`config.mk`:
```
export PLATFORM = sky130hd
export DESIGN_NAME = multi_channel_watchdog
export DESIGN_NICKNAME = d
export VERILOG_FILES = /design/src/rtl/mcwdg_pkg.sv /design/src/rtl/mcwdg_front.sv /design/src/rtl/mcwdg_queue.sv /design/src/rtl/mcwdg_back.sv /design/src/rtl/multi_channel_watchdog.sv
export VERILOG_INCLUDE_DIRS = /design/src /design/src/rtl
export SDC_FILE = /design/constraint.sdc
export NUM_CORES = 1
export LEC_CHECK = 0
export CAP_MARGIN = 40
export CORE_MARGIN = 2
export CORE_UTILIZATION = 65
export DETAILED_ROUTE_END_ITERATION = 8
export DONT_BUFFER_PORTS = 1
export GPL_TIMING_DRIVEN = 0
export HOLD_SLACK_MARGIN = 0.1
export PLACE_DENSITY = 0.81
export SLEW_MARGIN = 20
export SYNTH_ARGS = -nofsm -noshare
export SYNTH_HDL_FRONTEND = slang
export SYNTH_SLANG_ARGS = --single-unit
```
`constraint.sdc`:
```
create_clock -name i_clk -period 17.1 [get_ports i_clk]
set_input_delay 0.855 -clock i_clk [delete_from_list [all_inputs] [get_ports i_clk]]
set_output_delay 0.855 -clock i_clk [all_outputs]
set_load 0.05 [all_outputs]
```
`src/rtl/assert_macros.svh`:
```
// ---------------------------------------------------------------------------
// Assertion macros
// Shared concurrent assertion forms for the watchdog RTL.
// ---------------------------------------------------------------------------
`ifndef ASSERT_MACROS_SVH
`define ASSERT_MACROS_SVH

// Same-cycle implication, disabled during reset.
`define ASSERT_IMPL(label, clk, rst_n, ante, cons) \
    label: assert property (@(posedge clk) disable iff (!(rst_n)) (ante) |-> (cons)) \
        else $error("assertion failed: same-cycle implication");

// Next-cycle implication, disabled during reset.
`define ASSERT_NEXT(label, clk, rst_n, ante, cons) \
    label: assert property (@(posedge clk) disable iff (!(rst_n)) (ante) |=> (cons)) \
        else $error("assertion failed: next-cycle implication");

`endif

```
`src/rtl/mcwdg_pkg.sv`:
```
// ---------------------------------------------------------------------------
// Multi-channel watchdog package
// Command codes, queue word type, back-end states and sizing constants.
// ---------------------------------------------------------------------------
package mcwdg_pkg;

    localparam int unsigned CHANNELS_DEF = 16;
    localparam int unsigned QDEPTH       = 2;

    localparam int unsigned MODE_W   = 3;
    localparam int unsigned CHAN_W   = 4;
    localparam int unsigned DATA_W   = 32;

    localparam logic [MODE_W-1:0] MODE_TICK      = 3'd0;
    localparam logic [MODE_W-1:0] MODE_RELOAD    = 3'd1;
    localparam logic [MODE_W-1:0] MODE_ENABLE    = 3'd2;
    localparam logic [MODE_W-1:0] MODE_DISABLE   = 3'd3;
    localparam logic [MODE_W-1:0] MODE_SET_LIMIT = 3'd4;

    localparam logic KIND_TIMEOUT = 1'b0;
    localparam logic KIND_SCAN    = 1'b1;

    typedef enum logic [2:0] {
        OP_TICK,
        OP_RELOAD,
        OP_ENABLE,
        OP_DISABLE,
        OP_SET_LIMIT
    } t_op;

    typedef struct packed {
        t_op                op;
        logic [CHAN_W-1:0]  channel;
        logic [DATA_W-1:0]  limit_value;
    } t_cmd;

    typedef enum logic [1:0] {
        ST_IDLE,
        ST_SCAN,
        ST_DRAIN,
        ST_DONE
    } t_state;

endpackage

```
`src/rtl/mcwdg_front.sv`:
```
// ---------------------------------------------------------------------------
// Watchdog command front end
// Accepts command words, decodes the mode and drops words that do nothing.
// ---------------------------------------------------------------------------
module mcwdg_front #(
    parameter int unsigned CHANNELS = mcwdg_pkg::CHANNELS_DEF
) (
    input  logic                          i_start,
    input  logic [mcwdg_pkg::MODE_W-1:0]  i_mode,
    input  logic [mcwdg_pkg::CHAN_W-1:0]  i_channel,
    input  logic [mcwdg_pkg::DATA_W-1:0]  i_limit_value,
    input  logic                          i_full,
    output logic                          o_busy,
    output logic                          o_push,
    output mcwdg_pkg::t_cmd               o_cmd
);
    import mcwdg_pkg::*;

    logic mode_ok;
    logic chan_ok;
    t_op  op;

    // Unknown modes, and channels beyond the array on words other than ticks, are discarded here.
    always_comb begin
        mode_ok = 1'b1;
        op      = OP_TICK;
        unique case (i_mode)
            MODE_TICK:      op = OP_TICK;
            MODE_RELOAD:    op = OP_RELOAD;
            MODE_ENABLE:    op = OP_ENABLE;
            MODE_DISABLE:   op = OP_DISABLE;
            MODE_SET_LIMIT: op = OP_SET_LIMIT;
            default:        mode_ok = 1'b0;
        endcase
    end

    assign chan_ok = (op == OP_TICK) || (int'(i_channel) < int'(CHANNELS));

    assign o_busy            = i_full;
    assign o_push            = i_start && !i_full && mode_ok && chan_ok;
    assign o_cmd.op          = op;
    assign o_cmd.channel     = i_channel;
    assign o_cmd.limit_value = i_limit_value;

endmodule

```
`src/rtl/mcwdg_queue.sv`:
```
// ---------------------------------------------------------------------------
// Watchdog command queue
// Short FIFO that decouples command acceptance from execution.
// ---------------------------------------------------------------------------
module mcwdg_queue (
    input  logic            i_clk,
    input  logic            i_rst_n,
    input  logic            i_push,
    input  mcwdg_pkg::t_cmd i_cmd,
    input  logic            i_pop,
    output logic            o_full,
    output logic            o_empty,
    output mcwdg_pkg::t_cmd o_head
);
    import mcwdg_pkg::*;

    localparam int unsigned PTR_W = (QDEPTH > 1) ? $clog2(QDEPTH) : 1;
    localparam int unsigned CNT_W = $clog2(QDEPTH + 1);
    localparam logic [PTR_W-1:0] PTR_LAST = PTR_W'(QDEPTH - 1);
    localparam logic [CNT_W-1:0] CNT_FULL = CNT_W'(QDEPTH);

    t_cmd             r_slot [QDEPTH];
    logic [PTR_W-1:0] r_wr_ptr;
    logic [PTR_W-1:0] r_rd_ptr;
    logic [CNT_W-1:0] r_count;
    logic             do_push;
    logic             do_pop;

    assign o_full  = (r_count == CNT_FULL);
    assign o_empty = (r_count == '0);
    assign o_head  = r_slot[r_rd_ptr];
    assign do_push = i_push && !o_full;
    assign do_pop  = i_pop && !o_empty;

    always_ff @(posedge i_clk) begin
        if (!i_rst_n) begin
            r_wr_ptr <= '0;
            r_rd_ptr <= '0;
            r_count  <= '0;
        end else begin
            if (do_push) begin
                r_wr_ptr <= (r_wr_ptr == PTR_LAST) ? '0 : r_wr_ptr + 1'b1;
            end
            if (do_pop) begin
                r_rd_ptr <= (r_rd_ptr == PTR_LAST) ? '0 : r_rd_ptr + 1'b1;
            end
            if (do_push && !do_pop) begin
                r_count <= r_count + 1'b1;
            end else if (do_pop && !do_push) begin
                r_count <= r_count - 1'b1;
            end
        end
    end

    always_ff @(posedge i_clk) begin
        if (do_push) begin
            r_slot[r_wr_ptr] <= i_cmd;
        end
    end

endmodule

```
`src/rtl/mcwdg_back.sv`:
```
// ---------------------------------------------------------------------------
// Watchdog execution back end
// Applies channel commands and runs the per-tick channel scan.
// ---------------------------------------------------------------------------
module mcwdg_back #(
    parameter int unsigned CHANNELS = mcwdg_pkg::CHANNELS_DEF
) (
    input  logic                          i_clk,
    input  logic                          i_rst_n,
    input  logic                          i_empty,
    input  mcwdg_pkg::t_cmd               i_head,
    output logic                          o_pop,
    output logic                          o_valid,
    output logic                          o_kind,
    output logic [mcwdg_pkg::CHAN_W-1:0]  o_expired_channel,
    output logic [mcwdg_pkg::DATA_W-1:0]  o_next_wait,
    output logic                          o_last
);
    import mcwdg_pkg::*;

    localparam int unsigned AW = (CHANNELS > 1) ? $clog2(CHANNELS) : 1;
    localparam logic [AW-1:0] IDX_LAST = AW'(CHANNELS - 1);

    // Channel stores; the limit store is qualified by per-entry valid bits.
    logic [DATA_W-1:0] mem_reload [CHANNELS];
    logic [DATA_W-1:0] mem_limit  [CHANNELS];

    t_state              r_state,    n_state;
    logic [AW-1:0]       r_scan_idx, n_scan_idx;
    logic [DATA_W-1:0]   r_time,     n_time;
    logic [DATA_W-1:0]   r_best,     n_best;
    logic [CHANNELS-1:0] r_enabled,  n_enabled;
    logic [CHANNELS-1:0] r_lim_ok,   n_lim_ok;

    logic                r_ev_valid;
    logic                r_ev_en;
    logic [AW-1:0]       r_ev_idx;
    logic [DATA_W-1:0]   r_rd_reload;
    logic [DATA_W-1:0]   r_rd_limit;

    logic                r_valid,  n_valid;
    logic                r_kind,   n_kind;
    logic [CHAN_W-1:0]   r_chan,   n_chan;
    logic [DATA_W-1:0]   r_wait,   n_wait;
    logic                r_last,   n_last;

    logic                rd_en;
    logic                we_reload;
    logic [AW-1:0]       wa_reload;
    logic                we_limit;
    logic [AW-1:0]       cmd_idx;
    logic [DATA_W-1:0]   elapsed;
    logic [DATA_W-1:0]   remain;

    assign cmd_idx = AW'(i_head.channel);
    assign elapsed = r_time - r_rd_reload;
    assign remain  = r_rd_limit - elapsed;

    always_comb begin
        n_state    = r_state;
        n_scan_idx = r_scan_idx;
        n_time     = r_time;
        n_best     = r_best;
        n_enabled  = r_enabled;
        n_lim_ok   = r_lim_ok;
        n_valid    = 1'b0;
        n_kind     = KIND_TIMEOUT;
        n_chan     = '0;
        n_wait     = '0;
        n_last     = 1'b0;
        o_pop      = 1'b0;
        rd_en      = 1'b0;
        we_reload  = 1'b0;
        wa_reload  = r_ev_idx;
        we_limit   = 1'b0;

        // Evaluation of the channel read in the previous cycle.
        if (r_ev_valid && r_ev_en && (r_rd_limit != '0)) begin
            if (elapsed >= r_rd_limit) begin
                n_valid   = 1'b1;
                n_kind    = KIND_TIMEOUT;
                n_chan    = CHAN_W'(r_ev_idx);
                we_reload = 1'b1;
            end else if ((r_best == '0) || (remain < r_best)) begin
                n_best = remain;
            end
        end

        unique case (r_state)
            ST_IDLE: begin
                if (!i_empty) begin
                    o_pop     = 1'b1;
                    wa_reload = cmd_idx;
                    unique case (i_head.op)
                        OP_TICK: begin
                            n_time     = r_time + 1'b1;
                            n_best     = '0;
                            n_scan_idx = '0;
                            n_state    = ST_SCAN;
                        end
                        OP_RELOAD: begin
                            we_reload = 1'b1;
                        end
                        OP_ENABLE: begin
                            n_enabled[cmd_idx] = 1'b1;
                            we_reload          = 1'b1;
                        end
                        OP_DISABLE: begin
                            n_enabled[cmd_idx] = 1'b0;
                        end
                        OP_SET_LIMIT: begin
                            n_lim_ok[cmd_idx] = 1'b1;
                            we_limit          = 1'b1;
                            we_reload         = 1'b1;
                        end
                        default: begin
                        end
                    endcase
                end
            end
            ST_SCAN: begin
                rd_en = 1'b1;
                if (r_scan_idx == IDX_LAST) begin
                    n_state = ST_DRAIN;
                end else begin
                    n_scan_idx = r_scan_idx + 1'b1;
                end
            end
            ST_DRAIN: begin
                n_state = ST_DONE;
            end
            ST_DONE: begin
                n_valid = 1'b1;
                n_kind  = KIND_SCAN;
                n_wait  = r_best;
                n_last  = 1'b1;
                n_state = ST_IDLE;
            end
            default: begin
                n_state = ST_IDLE;
            end
        endcase
    end

    always_ff @(posedge i_clk) begin
        if (!i_rst_n) begin
            r_state    <= ST_IDLE;
            r_scan_idx <= '0;
            r_time     <= '0;
            r_best     <= '0;
            r_enabled  <= '0;
            r_lim_ok   <= '0;
            r_ev_valid <= 1'b0;
            r_valid    <= 1'b0;
        end else begin
            r_state    <= n_state;
            r_scan_idx <= n_scan_idx;
            r_time     <= n_time;
            r_best     <= n_best;
            r_enabled  <= n_enabled;
            r_lim_ok   <= n_lim_ok;
            r_ev_valid <= rd_en;
            r_valid    <= n_valid;
        end
    end

    always_ff @(posedge i_clk) begin
        r_kind   <= n_kind;
        r_chan   <= n_chan;
        r_wait   <= n_wait;
        r_last   <= n_last;
        r_ev_idx <= r_scan_idx;
        r_ev_en  <= r_enabled[r_scan_idx] && r_lim_ok[r_scan_idx];
    end

    // Channel memories: one write port each, one registered read port.
    always_ff @(posedge i_clk) begin
        if (we_reload) begin
            mem_reload[wa_reload] <= r_time;
        end
        if (we_limit) begin
            mem_limit[cmd_idx] <= i_head.limit_value;
        end
        if (rd_en) begin
            r_rd_reload <= mem_reload[r_scan_idx];
            r_rd_limit  <= mem_limit[r_scan_idx];
        end
    end

    assign o_valid           = r_valid;
    assign o_kind            = r_kind;
    assign o_expired_channel = r_chan;
    assign o_next_wait       = r_wait;
    assign o_last            = r_last;

endmodule

```
`src/rtl/multi_channel_watchdog.sv`:
```
// ---------------------------------------------------------------------------
// Multi-channel watchdog timer
// Time counter with per-channel timeout detection and next-wait reporting.
// ---------------------------------------------------------------------------
// A word is taken on a rising edge where start is high and busy is low; busy
// rises only when the two-entry command queue is full. Results leave on the
// o_* ports, each for exactly one cycle while o_valid is high, and the
// receiver cannot stall them. A tick advances time by one and scans every
// channel in index order through a single read port on the channel memories,
// one channel per cycle: it occupies the execution side through the queue
// pop, the channel reads, an evaluation drain and the end-of-scan word. Each
// active channel whose elapsed time has reached its limit gives a timeout
// word and is reloaded; the scan then closes with an end-of-scan word
// (o_kind high, o_last high) carrying the least remaining time of the
// active channels that did not expire, or 0 if there is none. Reload,
// enable, disable and set-limit words are applied on pop and give no result.
// Words with an unknown mode, and non-tick words with a channel at or above
// CHANNELS, are discarded on entry. No clearing pass follows reset.
// ---------------------------------------------------------------------------
`include "assert_macros.svh"

module multi_channel_watchdog #(
    parameter int unsigned CHANNELS = mcwdg_pkg::CHANNELS_DEF
) (
    input  logic                          i_clk,
    input  logic                          i_rst_n,
    input  logic                          start,
    output logic                          busy,
    input  logic [mcwdg_pkg::MODE_W-1:0]  i_mode,
    input  logic [mcwdg_pkg::CHAN_W-1:0]  i_channel,
    input  logic [mcwdg_pkg::DATA_W-1:0]  i_limit_value,
    output logic                          o_valid,
    output logic                          o_kind,
    output logic [mcwdg_pkg::CHAN_W-1:0]  o_expired_channel,
    output logic [mcwdg_pkg::DATA_W-1:0]  o_next_wait,
    output logic                          o_last
);
    import mcwdg_pkg::*;

    // Front end to queue, queue to back end.
    logic q_push;
    logic q_pop;
    logic q_full;
    logic q_empty;
    t_cmd q_in;
    t_cmd q_head;

    mcwdg_front #(
        .CHANNELS (CHANNELS)
    ) u_front (
        .i_start       (start),
        .i_mode        (i_mode),
        .i_channel     (i_channel),
        .i_limit_value (i_limit_value),
        .i_full        (q_full),
        .o_busy        (busy),
        .o_push        (q_push),
        .o_cmd         (q_in)
    );

    mcwdg_queue u_queue (
        .i_clk   (i_clk),
        .i_rst_n (i_rst_n),
        .i_push  (q_push),
        .i_cmd   (q_in),
        .i_pop   (q_pop),
        .o_full  (q_full),
        .o_empty (q_empty),
        .o_head  (q_head)
    );

    mcwdg_back #(
        .CHANNELS (CHANNELS)
    ) u_back (
        .i_clk             (i_clk),
        .i_rst_n           (i_rst_n),
        .i_empty           (q_empty),
        .i_head            (q_head),
        .o_pop             (q_pop),
        .o_valid           (o_valid),
        .o_kind            (o_kind),
        .o_expired_channel (o_expired_channel),
        .o_next_wait       (o_next_wait),
        .o_last            (o_last)
    );

    // An end-of-scan word always closes the run and names no channel.
    `ASSERT_IMPL(a_scan_word_form, i_clk, i_rst_n, o_valid && (o_kind == KIND_SCAN), o_last && (o_expired_channel == '0))

    // A timeout word carries no wait, is never last and names a real channel.
    `ASSERT_IMPL(a_timeout_word_form, i_clk, i_rst_n, o_valid && (o_kind == KIND_TIMEOUT), !o_last && (o_next_wait == '0) && (int'(o_expired_channel) < int'(CHANNELS)))

    // The next scan cannot produce a word in the cycle right after a scan ends.
    `ASSERT_NEXT(a_gap_after_scan, i_clk, i_rst_n, o_valid && o_last, !o_valid)

    // The queue only drains while it holds something.
    `ASSERT_IMPL(a_pop_not_empty, i_clk, i_rst_n, q_pop, !q_empty)

endmodule

```
==> flow_summary_export.csv, run 1 <==
group,metric,value,unit
synthesis,synth_area,53430,sq um
clocking,cts-root-buf,"clkbuf_16",
min_path,hold_class,"in -> reg",
clocking,clock_sinks,1317,
run,cap_violations,0,
worst_setup_path,cp_slowest_stage_delay,0.77,ns
clocking,clk_pin_slew_worst_paths,0.07,ns
place,place.gp.congestion,0.9287,
worst_setup_path,required,17.71,ns
sta,worstMarginPinSlew,0.9640,ns
synthesis,ys_seq_elements,1317,
clocking,hold_buffers,0,
routing,drt-wirelength-per-cell,34.08,um
floorplan,ios,82,
sta,final-setup-viol-count,0,
sta,fin_crit_sh,49.39,%
layout,layout-area-overhead-vs-synth,13.42,%
place,numPortBuffers,0,
routing,wl,147.7,mm
worst_setup_path,worstPathArrival,9.06,ns
worst_setup_path,critical_path_class,"reg -> reg",
floorplan,rows,105,
synthesis,synth-edff-count,1166,
sta,slew_headroom,34.89,%
place,placed_cell_area,56250,sq um
clocking,postCtsSetupBuffers,0,
min_path,hp-start,"i_limit_value[16]",
sta,period_minus_slack,8.446,ns
floorplan,die_h,290.7,um
floorplan,dieArea,84510,sq um
sta,final_max_slew_viol_count,0,
routing,drcViolationCount,0,
sta,hold_violations,0,
sta,fmax,0.1184,GHz
sta,rsz0062_at_grt,"no",
sta,setup_tns,0,ns
synthesis,synth.distinct_cells,86,
layout,fin_nets,3304,
grt,grt-ovfl-total,0,
grt,grt.total_usage,35.49,%
layout,diodes,0,
power,leakagePower,18.75,nW
synthesis,ys_async_sr_fraction,0,%
place,dp_hpwl,89.98,mm
synthesis,yosysSeqAreaShare,71.19,%
power,powerDensity,132.1,nW/um^2
clocking,cts_buffer_depth,3,
grt,antenna_found_initial,4,
synthesis,synth_fp_nets,3052,
routing,drt_pass1_iterations,7,
synthesis,syn_area_per_cell,18.38,sq um
clocking,cts_inserted_buffers,131,
power,power.total,8.004,mW
grt,grt_pass1_vias,30760,
routing,vias_per_cell,7.120,
clocking,clock_latency,0.76,ns
clocking,ctsResizeCount,0,
layout,layout_common_cells,"edfxtp_1, mux4_2, dfxtp_1",
synthesis,synth_ff_type,"edfxtp_1",
layout,mostFrequentLayoutCell,"edfxtp_1",
worst_setup_path,crit_family,"compound AO/OA/AOI/OAI gates",
grt,grt_first_pass_wirelength,212.7,mm
worst_setup_path,slowest_stage,"dfxtp_1",
clocking,cts_tree,"done",
routing,via_count,30860,
worst_setup_path,cp-startpoint,"u_back.r_time[0]",
floorplan,start_util,65.39,%
clocking,htreeDepth,4,
sta,fin_skew,0.04475,ns
layout,drive_gt1_share,22.46,%
synthesis,netlist_instances,2907,
layout,design_area,60600,sq um
worst_setup_path,crit_fanout,19,
outcome,status,"finished, final reports clean",
floorplan,core_area,81720,sq um
grt,grt_max_degree,50,
worst_setup_path,rr_startpoint,"u_back.r_time[0]",
synthesis,yosys_warnings,0,
worst_setup_path,critPathCaptureType,"flop",
routing,antenna_left,0,
worst_setup_path,crit_path_start_kind,"flop",
power,max-vdd-ir-drop,0.1032,mV
floorplan,die_w,290.7,um
worst_setup_path,path_buf_inv,3,
routing,drt_iter0_markers,5034,
[Yosys cell counts (28+ instances only)]
cell,n,area (sq um)
nor3_1,28,140.1
inv_1,96,360.4
dfxtp_1,151,3023
xnor2_1,48,420.4
mux4_2,321,7229
edfxtp_1,1166,35010
o21a_1,31,232.7
buf_1,30,112.6
and2_1,50,312.8
a21o_1,28,210.2
nor4_1,30,187.7
nand3_1,32,160.2
a21oi_1,87,435.4
nand2_1,76,285.3
nor2_1,152,570.6
ha_1,101,1264
clkbuf_1,73,274.0
mux2_2,34,382.9
o21ai_0,60,300.3
[final cells by class]
class	instances	area, sq um
sequential	1317	38040
timing repair buffer	119	1441
clock inverter	79	750.7
tap	1070	1339
clock buffer	159	3433
multi-input combinational	1381	14770
buffer	112	465.4
inverter	97	364.1
fill	4318	21110
[flip-flops by register name (all words and copies together), names as in the netlist, 16 cells and up, named ones only]
name and count:
u_back.r_best 32, u_back.mem_limit 512, u_back.r_lim_ok 16, u_back.r_rd_limit 32
u_back.r_time 32, u_back.o_next_wait 32, u_back.r_rd_reload 32, u_queue.r_slot 78
u_back.mem_reload 512
[report_power, final]
group          internal [mW]  total [mW]  switching [mW]
clock network           1.53        2.81            1.28
registers               3.72        3.79          0.0742
logic                  0.525        1.40           0.876
total                   5.78        8.00            2.23
[path summary, 6_finish.rpt]
kind                            slack, ns                    end  depth (start not counted)
worst max-delay path                 8.65       u_back.r_best[3]                         29
worst max register to register       8.65       u_back.r_best[3]                         29
worst min register to register       0.35     u_back.r_ev_idx[3]                          0
worst min-delay path                 0.18  u_queue.r_slot[1][16]                          0
[stage by stage]
step | util [%] | cells | worst slack, ns | hold WS [ns]
finish | 74.16 | 4334 | 8.654 | 0.1810
detailed placement | 68.83 | 4080 | 8.986 | 0.3360
global placement | 67.03 | 3977 | 3.535 | 0.3376
CTS | 73.96 | 4318 | 8.906 | 0.1440
floorplan | - | 2907 | 9.283 | 0.3290
global route | 74.16 | 4334 | 8.295 | 0.1594
[per-layer routing]
metal	GRT usage (%)	wire (um)
met1	47.51	52250
met2	56.10	70140
met3	8.168	17370
met4	17.02	7916
met5	0	27
[cell families (layout without fill, tap and decap cells)]
family | Yosys count | after routing | synth area share [%]
AOI/OAI and AO/OA | 334 | 334 | 4.220
xor gates and xnor gates | 75 | 75 | 1.229
adders and majority gates | 103 | 103 | 2.440
buffers and inverters | 209 | 566 | 1.543
DFF | 1317 | 1317 | 71.19
muxes | 380 | 380 | 14.71
and+or+nand+nor | 489 | 489 | 4.667
Note: power is estimated with default switching activity, not from simulation.
==> run 2, diff against run 1 <==
Settings changed: CORE_UTILIZATION 65 to 57, PLACE_DENSITY 0.81 to 0.75.
Clock period 17.1 ns to 7.3 ns, I/O delays scaled along.
==> run 2 against run 1 <==
Against the previous run: final cell count grew 5.4%; sequential power rose by 130%; non-clock buffer count increased by 48; clock power up 140%; sequential share of layout area down 1.3 points; design area up 2.2%; combinational power rose by 140%; setup slack worse by 8.6 ns; count of clock-buffer cells in the layout increased by 6; worst hold slack got worse by 0.00054 ns; global-route usage fell by 5.4 points; critical path depth fell by 3; critical endpoint is now u_back.r_best[18]; highest routed layer is now met4.
==> flow_summary_export.csv, run 2 (synthesis gave the netlist of run 1 again) <==
group,metric,value,unit
outcome,status,"finished, final reports clean",
worst_setup_path,worstPathArrival,7.81,ns
min_path,worstHoldPathCells,2,
floorplan,rows,112,
sta,setup_tns,0,ns
routing,vias_per_cell,6.536,
worst_setup_path,crit_fanout,10,
worst_setup_path,crit_path_start_kind,"flop",
power,max-vdd-ir-drop,0.2473,mV
power,power.total,19.02,mW
sta,hold_violations,0,
layout,mostFrequentLayoutCell,"edfxtp_1",
grt,grt.total_usage,30.07,%
routing,wl,142.0,mm
grt,grt_first_pass_wirelength,204.8,mm
sta,fin_skew,0.03992,ns
grt,grt_max_degree,48,
clocking,cts_tree,"done",
clocking,cts_inserted_buffers,132,
floorplan,dieArea,96210,sq um
clocking,cts_buffer_depth,3,
sta,slew_headroom,40.84,%
routing,via_count,29850,
sta,worstMarginPinSlew,0.8874,ns
grt,grt_pass1_vias,30450,
power,leakagePower,19.18,nW
clocking,clk_pin_slew_worst_paths,0.06,ns
clocking,clock_latency,0.75,ns
routing,drt-wirelength-per-cell,31.10,um
sta,final-setup-viol-count,0,
grt,antenna_found_initial,3,
routing,antenna_left,0,
sta,fmax,0.1385,GHz
clocking,htreeDepth,4,
place,dp_hpwl,90.49,mm
place,numPortBuffers,0,
layout,layout-area-overhead-vs-synth,15.93,%
grt,grt-ovfl-total,0,
layout,utilization,66.57,%
worst_setup_path,critical_path_class,"reg -> reg",
sta,worst_slack,0.08107,ns
routing,drt_iter0_markers,3823,
sta,final_max_slew_viol_count,0,
worst_setup_path,worst_r2r_path_depth,26,
worst_setup_path,required,7.89,ns
clocking,clock_sinks,1317,
place,dpl_worst_slack,-0.8177,ns
sta,period_minus_slack,7.219,ns
worst_setup_path,cp_slowest_stage_delay,0.62,ns
clocking,cts-root-buf,"clkbuf_16",
floorplan,ios,82,
layout,top_regs,"u_back.mem_limit: 512 flops, u_back.mem_reload: 512 flops, u_queue.r_slot: 78 flops",
floorplan,core_area,93050,sq um
floorplan,start_util,57.42,%
sta,fin_crit_sh,98.89,%
place,placed_cell_area,56730,sq um
layout,layout_common_cells,"edfxtp_1, mux4_2, dfxtp_1, clkbuf_16, nor2_1",
layout,drive_gt1_share,23.69,%
run,cap_violations,0,
floorplan,die_w,310.2,um
place,place.gp.congestion,0.9149,
min_path,hold_class,"in -> reg",
worst_setup_path,critPathCaptureType,"flop",
routing,drt_pass1_iterations,5,
layout,fill_cells,5973,
worst_setup_path,slowest_stage,"a2111oi_0",
floorplan,die_h,310.2,um
routing,drcViolationCount,0,
layout,fin_nets,3353,
worst_setup_path,cp_common_cell,"a21o_1",
layout,design_area,61940,sq um
power,powerDensity,307.1,nW/um^2
[run 2: report_power, final]
group / switching (mW) / internal (mW) / leakage, nW / total, mW
clock: 2.90 / 3.93 / 2.11 / 6.83
sequential: 0.160 / 8.70 / 11.2 / 8.86
combinational: 2.05 / 1.27 / 5.88 / 3.32
total: 5.12 / 13.9 / 19.2 / 19.0
[run 2: layout make-up]
class,count,area (sq um),area share [%]
Inverter,97,364.1,0.5878
Sequential cell,1317,38070,61.45
Clock buffer,165,3531,5.700
Timing Repair Buffer,169,2150,3.470
Buffer,110,461.7,0.7453
Antenna cell,3,7.507,0.01212
Multi-Input combinational cell,1381,14960,24.15
Clock inverter,71,833.3,1.345
Tap cell,1254,1569,2.533
[run 2: what timing repair did]
item                                    CTS  global route
hold endpoints to repair                 93             0
endpoints found under the setup margin  347           222
resized for setup                        23            27
hold buffers                             42             0
pin swaps                                 2             1
buffers inserted                          2             0
[run 2: path summary, 6_finish.rpt]
kind                            slack, ns                   from            endpoint
worst max register to register       0.08  u_back.r_rd_reload[7]   u_back.r_best[18]
worst min-delay path                 0.18                i_rst_n                flop
worst max-delay path                 0.08  u_back.r_rd_reload[7]   u_back.r_best[18]
worst min register to register       0.36   u_back.r_scan_idx[3]  u_back.r_ev_idx[3]
[run 2: critical path: cells and delay by family (launching register included)]
kind                       cells  cell delay (ns)
AOI/OAI and AO/OA             14             3.80
xor gates and xnor gates       1             0.45
adders and majority gates      3             0.98
buffers and inverters          3             0.47
DFF                            1             0.42
muxes                          2             0.63
and+or+nand+nor                3             0.32
[run 2: metal layers]
metal | part of all wire, % | track usage (%) | up-vias
met5 | 0 | 0 | -
met4 | 4.6 | 13.43 | 0
met3 | 9.6 | 5.789 | 356
met2 | 49 | 49.53 | 1910
met1 | 36 | 39.34 | 15250
li1 | - | - | 12330
[run 2: through the flow]
step | std cells | hold slack (ns)
6_report | 4567 | 0.1805
5_1_grt | 4565 | 0.1863
3_3_place_gp | 4161 | 0.3367
4_1_cts | 4548 | 0.1416
3_5_place_dp | 4269 | 0.3400
2_1_floorplan | 2907 | 0.3290
